$ cat config.mk
export PLATFORM = sky130hd
export DESIGN_NAME = ccc_ctrl
export DESIGN_NICKNAME = d
export VERILOG_FILES = /design/src/rtl/ccc_pkg.sv /design/src/rtl/ccc_ctrl.sv
export SDC_FILE = /design/constraint.sdc
export NUM_CORES = 1
export LEC_CHECK = 0
export ABC_AREA = 1
export BUFFER_PORTS_ARGS = -buffer_cell sky130_fd_sc_hd__buf_2
export CORE_AREA = 2 2 39 41
export DETAILED_ROUTE_END_ITERATION = 12
export DIE_AREA = 0 0 41 43
export PLACE_DENSITY = 0.49
export SLEW_MARGIN = 20
export SYNTH_ARGS = -nofsm -noshare
export SYNTH_HDL_FRONTEND = slang
export SYNTH_SLANG_ARGS = --single-unit
$ cat constraint.sdc
create_clock -name clock -period 1.7 [get_ports clock]
set_input_delay 0.17 -clock clock [delete_from_list [all_inputs] [get_ports clock]]
set_output_delay 0.17 -clock clock [all_outputs]
set_load 0.05 [all_outputs]
$ cat src/rtl/ccc_pkg.sv
// Types, constants and helpers shared by the cycle check modules.
package ccc_pkg;

   localparam int NUM_LINKS   = 64;
   localparam int LINK_W      = 6;
   localparam int CUR_W       = 7;
   localparam int SP_W        = 7;
   localparam int STACK_DEPTH = 64;
   localparam int STK_AW      = 6;
   localparam int REQ_DW      = 8;
   localparam int REQ_UW      = 2;
   localparam int RSP_DW      = 8;

   typedef logic [LINK_W-1:0]    link_type;
   typedef logic [NUM_LINKS-1:0] row_type;
   typedef logic [CUR_W-1:0]     cur_type;
   typedef logic [SP_W-1:0]      sp_type;
   typedef logic [REQ_UW-1:0]    func_type;

   localparam func_type FUNC_LINK  = 2'd0;
   localparam func_type FUNC_END   = 2'd1;
   localparam func_type FUNC_CHECK = 2'd2;
   localparam func_type FUNC_CLEAR = 2'd3;

   typedef struct packed {
      link_type v;
      cur_type  c;
   } entry_type;

   typedef struct packed {
      logic load;
      logic clear;
      logic edge_wr;
      logic walk_init;
      logic root;
      logic step;
      logic pop;
      logic finish;
   } cmd_type;

   typedef struct packed {
      logic need_edge;
      logic roots_done;
      logic rest_zero;
      logic hit;
      logic sp_last;
      logic rsp_full;
   } stat_type;

   function automatic link_type first_set(row_type x);
      link_type r;
      r = '0;
      for (int i = NUM_LINKS - 1; i >= 0; i--) begin
         if (x[i]) r = LINK_W'(i);
      end
      return r;
   endfunction

   function automatic row_type onehot(link_type i);
      return row_type'(1) << i;
   endfunction

endpackage

$ cat src/rtl/ccc_ctrl.sv
// Sequencer for loads, clears and the depth-first cycle walk.
module ccc_ctrl (
   input  logic              clock,
   input  logic              reset,
   input  logic              req_tvalid,
   output logic              req_tready,
   input  ccc_pkg::func_type req_func,
   input  logic              rsp_tready,
   input  ccc_pkg::stat_type stat,
   output ccc_pkg::cmd_type  cmd
);
   import ccc_pkg::*;

   localparam logic [2:0] ST_IDLE = 3'd0;
   localparam logic [2:0] ST_EDGE = 3'd1;
   localparam logic [2:0] ST_ROOT = 3'd2;
   localparam logic [2:0] ST_STEP = 3'd3;
   localparam logic [2:0] ST_POP  = 3'd4;
   localparam logic [2:0] ST_DONE = 3'd5;

   logic [2:0] state_ff, state_in;

   assign req_tready = (state_ff == ST_IDLE);

   always_comb begin
      state_in = state_ff;
      cmd      = '0;
      case (state_ff)
         ST_IDLE: begin
            if (req_tvalid) begin
               case (req_func)
                  FUNC_LINK, FUNC_END: begin
                     cmd.load = 1'b1;
                     if (stat.need_edge) state_in = ST_EDGE;
                  end
                  FUNC_CHECK: begin
                     cmd.walk_init = 1'b1;
                     state_in      = ST_ROOT;
                  end
                  FUNC_CLEAR: cmd.clear = 1'b1;
                  default: ;
               endcase
            end
         end
         ST_EDGE: begin
            cmd.edge_wr = 1'b1;
            state_in    = ST_IDLE;
         end
         ST_ROOT: begin
            if (stat.roots_done) begin
               state_in = ST_DONE;
            end else begin
               cmd.root = 1'b1;
               state_in = ST_STEP;
            end
         end
         ST_STEP: begin
            cmd.step = 1'b1;
            if (stat.rest_zero) begin
               state_in = stat.sp_last ? ST_ROOT : ST_POP;
            end else if (stat.hit) begin
               state_in = ST_DONE;
            end
         end
         ST_POP: begin
            cmd.pop  = 1'b1;
            state_in = ST_STEP;
         end
         ST_DONE: begin
            if (!stat.rsp_full || rsp_tready) begin
               cmd.finish = 1'b1;
               state_in   = ST_IDLE;
            end
         end
         default: state_in = ST_IDLE;
      endcase
   end

   always_ff @(posedge clock) begin
      if (reset) state_ff <= ST_IDLE;
      else       state_ff <= state_in;
   end

endmodule

==> results.toml <==
[yosys]
post-synth-top-area-fraction_pct = 17.45
synth.yosys.seq_area_share_pct = 17.45
post_synthesis_async_set_or_reset_flop_share_pct = 0
post_synth_edffs = 0
post_synth_and_or_nand_nor_area_fraction_pct = 57.82
synth-seq-cells = 3
ys_dominant_reg_cell = "dfxtp_1"
synth.cell_area_um2 = 344.1
dominant_combinational_cell_family_by_area_after_synthesis = "simple AND/OR/NAND/NOR gates"
area_leader_netlist = "dfxtp_1"
netlist-cell-type-count = 14
netlist_instances = 63
synthAdderAreaFrac_pct = 0
syn-mean-instance-area_um2 = 5.462
synth.most_common_cell = "inv_1"
synth.area.mux_share_pct = 0
synthesized_area_fraction_occupied_by_ao_oa_aoi_and_oai_cells_pct = 7.273
synth.yosys.warnings = 0
synth_fp_nets = 75
synth_xor_area_share_pct = 0
synth_area_leaders = "dfxtp_1, inv_1, nand2_1, nor2_1, nor3_4"
synth_commonest_cells = "inv_1, nand2_1, nor2_1"

[worst_setup_path]
setup.worst_path.start = "state_ff[0]"
cp-start-kind = "register"
timing.reg2reg.setup_slack_ns = 0.52
timing.critical_path.to_type = "primary output"
criticalPathCategory = "reg2out"
timing.critical_path.required_ns = 1.53
crit-reg2reg-launch = "state_ff[1]"
worstPathMaxFanout = 6
worst_r2r_endpoint = "state_ff[0]"
worstRegToRegCells = 7
arrival_ns = 1.44

[clocking]
ctsHoldBuffers = 0
postCtsSetupRepairBufs = 0
worstSkewPairLatency_ns = 0.23
post_cts_resize_count = 0
cts_tree = "yes"
cts_root_buffer = "clkbuf_4"
numCtsBuffers = 3
cts.sink_count = 3
clock_tree.htree_level_count = 1
cts_buffer_depth = 2
clk_pin_slew_worst_paths_ns = 0.03

[place]
place.gp.congestion = 0.7658
detailed_place_hpwl_um = 758
dp_cells = 99
buffer_ports.inserted = 20

[min_path]
min-delay-path-class = "in2reg"
min_to = "state_ff[2]"
worstHoldStart = "reset"
min_path_cells = 2

[detailed_routing]
remaining_drc_errors = 0
via_per_inst = 4.301
drt-initial-drc-count = 9
wl_um = 879
first_pass_iters = 6
route.vias.total = 443
wl_per_cell_um = 8.534
ant_nets = 0

[global_route]
first_global_vias = 363
grt_antenna_before_repair = 0
grt_remaining_overflow = 0
grt_first_pass_wirelength_mm = 1.407
largest_net_degree_at_the_start_of_global_routing = 7
tot_gr_track_use_pct = 11.87

[run_status]
outcome = "finished, final reports clean"

[timing]
period_needed_ns = 1.609
setup_repair_after_global_routing_missed_its_margin = "false"
max_freq_mhz = 621.4
finalHoldViolations = 0
setup_skew_after_layout_ns = 0.0007840
worst_rel_slew_slack_pct = 81.11
finalSetupViolations = 0
worstMarginPinSlew_ns = 0.2825
period_share_pct = 94.66
final-max-slew-violation-count = 0

[pwr]
seqPwrFrac_pct = 19.6
clockPowerShare_pct = 22.6
comb_power_share_pct = 57.8
post-layout-total-power_w = 0.0005416
internal-power_w = 0.0002601
net-switching-power_w = 0.0002815
leakage_nw = 0.3143
ratio_of_total_power_to_cell_area_nw_per_um2 = 1028
power_switching_share_pct = 51.97
vdd.ir_drop.worst_uv = 423.3

[floorplanning]
width_of_the_chip_um = 41
initial_utilization_pct = 24.86
floorplan.die.height_um = 43
die_footprint_um2 = 1763
core_area_um2 = 1384
rows = 14
ioPinCount = 21

[layout]
areaGrowthSynthToFinish_pct = 53.09
regMostFlops = "state_ff"
final_net_count = 100
reg.largest.list = "state_ff: 3 flops"
number_of_flip_flops_under_the_largest_register_name = 3
final_cell_count_no_fill = 103
antenna_cells = 0
post_route_cells_drive_above_1_share_pct = 42.53

[flow_run]
drv.max_cap_violation_count = 0
per-stage QoR:
| step | instance area (um2) | TNS [ns] | utilization [%] | setup WS (ns) | hold WS (ns) |
|---|---|---|---|---|---|
| detailed placement | 500.5 | 0 | 36.17 | 0.3250 | 0.3415 |
| global route | 526.8 | 0 | 38.07 | 0.008341 | 0.08946 |
| floorplan | 380.4 | -0.09083 | - | -0.06065 | 0.2350 |
| CTS | 526.8 | 0 | 38.07 | 0.06639 | 0.09364 |
| finish | 526.8 | 0 | 38.07 | 0.09084 | 0.1013 |
| global placement | 500.5 | 0 | 36.17 | 0.3511 | 0.3432 |
worst max-delay path, cell delays in order (launching register included):
cell and delay [ns]:
dfxtp_2 0.34, nor3_4 0.30, inv_2 0.13, nor3_4 0.16
buf_2 0.28
metal layers:
metal / routed length, um / vias to the layer above / GRT usage, % / part of all wire, %
li1: - / 242 / - / -
met1: 428 / 184 / 15.53 / 49
met2: 365 / 17 / 17.19 / 42
met3: 85 / 0 / 3.141 / 9.7
met4: 0 / 0 / 6.000 / 0
met5: 0 / - / 0 / 0
worst max path at each step:
stage / end / slack, ns / cells after the start
final: cmd[4] / 0.09 / 4
after global routing: cmd[4] / 0.008 / 4
after CTS: cmd[4] / 0.07 / 4
after detailed placement: cmd[4] / 0.32 / 4
after global placement: cmd[4] / 0.35 / 4
after floorplan: cmd[4] / -0.06 / 3
area by class of cell:
type,count,area [um2]
fill,164,857.1
multi-input combinational,44,257.7
tap,16,20.02
sequential,3,62.56
timing repair buffer,20,100.1
inverter,16,60.06
clock buffer,4,26.28
layout by cell type, fill, tap and decap left out:
cell | netlist | final
buf_2 | 0 | 20
inv_1 | 14 | 13
nand2_1 | 12 | 12
nor2_1 | 11 | 11
nor3_4 | 2 | 5
nand3_1 | 5 | 5
inv_2 | 2 | 3
o21ai_0 | 3 | 3
clkbuf_4 | 0 | 3
nand2_2 | 2 | 2
a21oi_1 | 2 | 2
dfxtp_2 | 0 | 2
nand4_1 | 1 | 1
nand3_2 | 1 | 1
nor3_1 | 4 | 1
nor2_2 | 1 | 1
clkbuf_1 | 0 | 1
dfxtp_1 | 3 | 1
cell families (layout without fill, tap and decap cells):
group / count (synthesis) / in the layout
flip-flops: 3 / 3
buffers and inverters: 16 / 40
AO/OA/AOI/OAI: 5 / 5
AND/OR/NAND/NOR: 39 / 39
power by group through the flow:
stage | combinational [W] | sequential, W | clock (W)
final | 0.000313 | 0.000106 | 0.000123
after global routing | 0.000341 | 0.000108 | 0.000138
after CTS | 0.000317 | 0.000106 | 0.000131
after detailed placement | 0.000316 | 0.000107 | 0
after global placement | 0.000317 | 0.000106 | 0
after floorplan | 0.000252 | 0.000104 | 0
(Power assumes the default switching activity.)
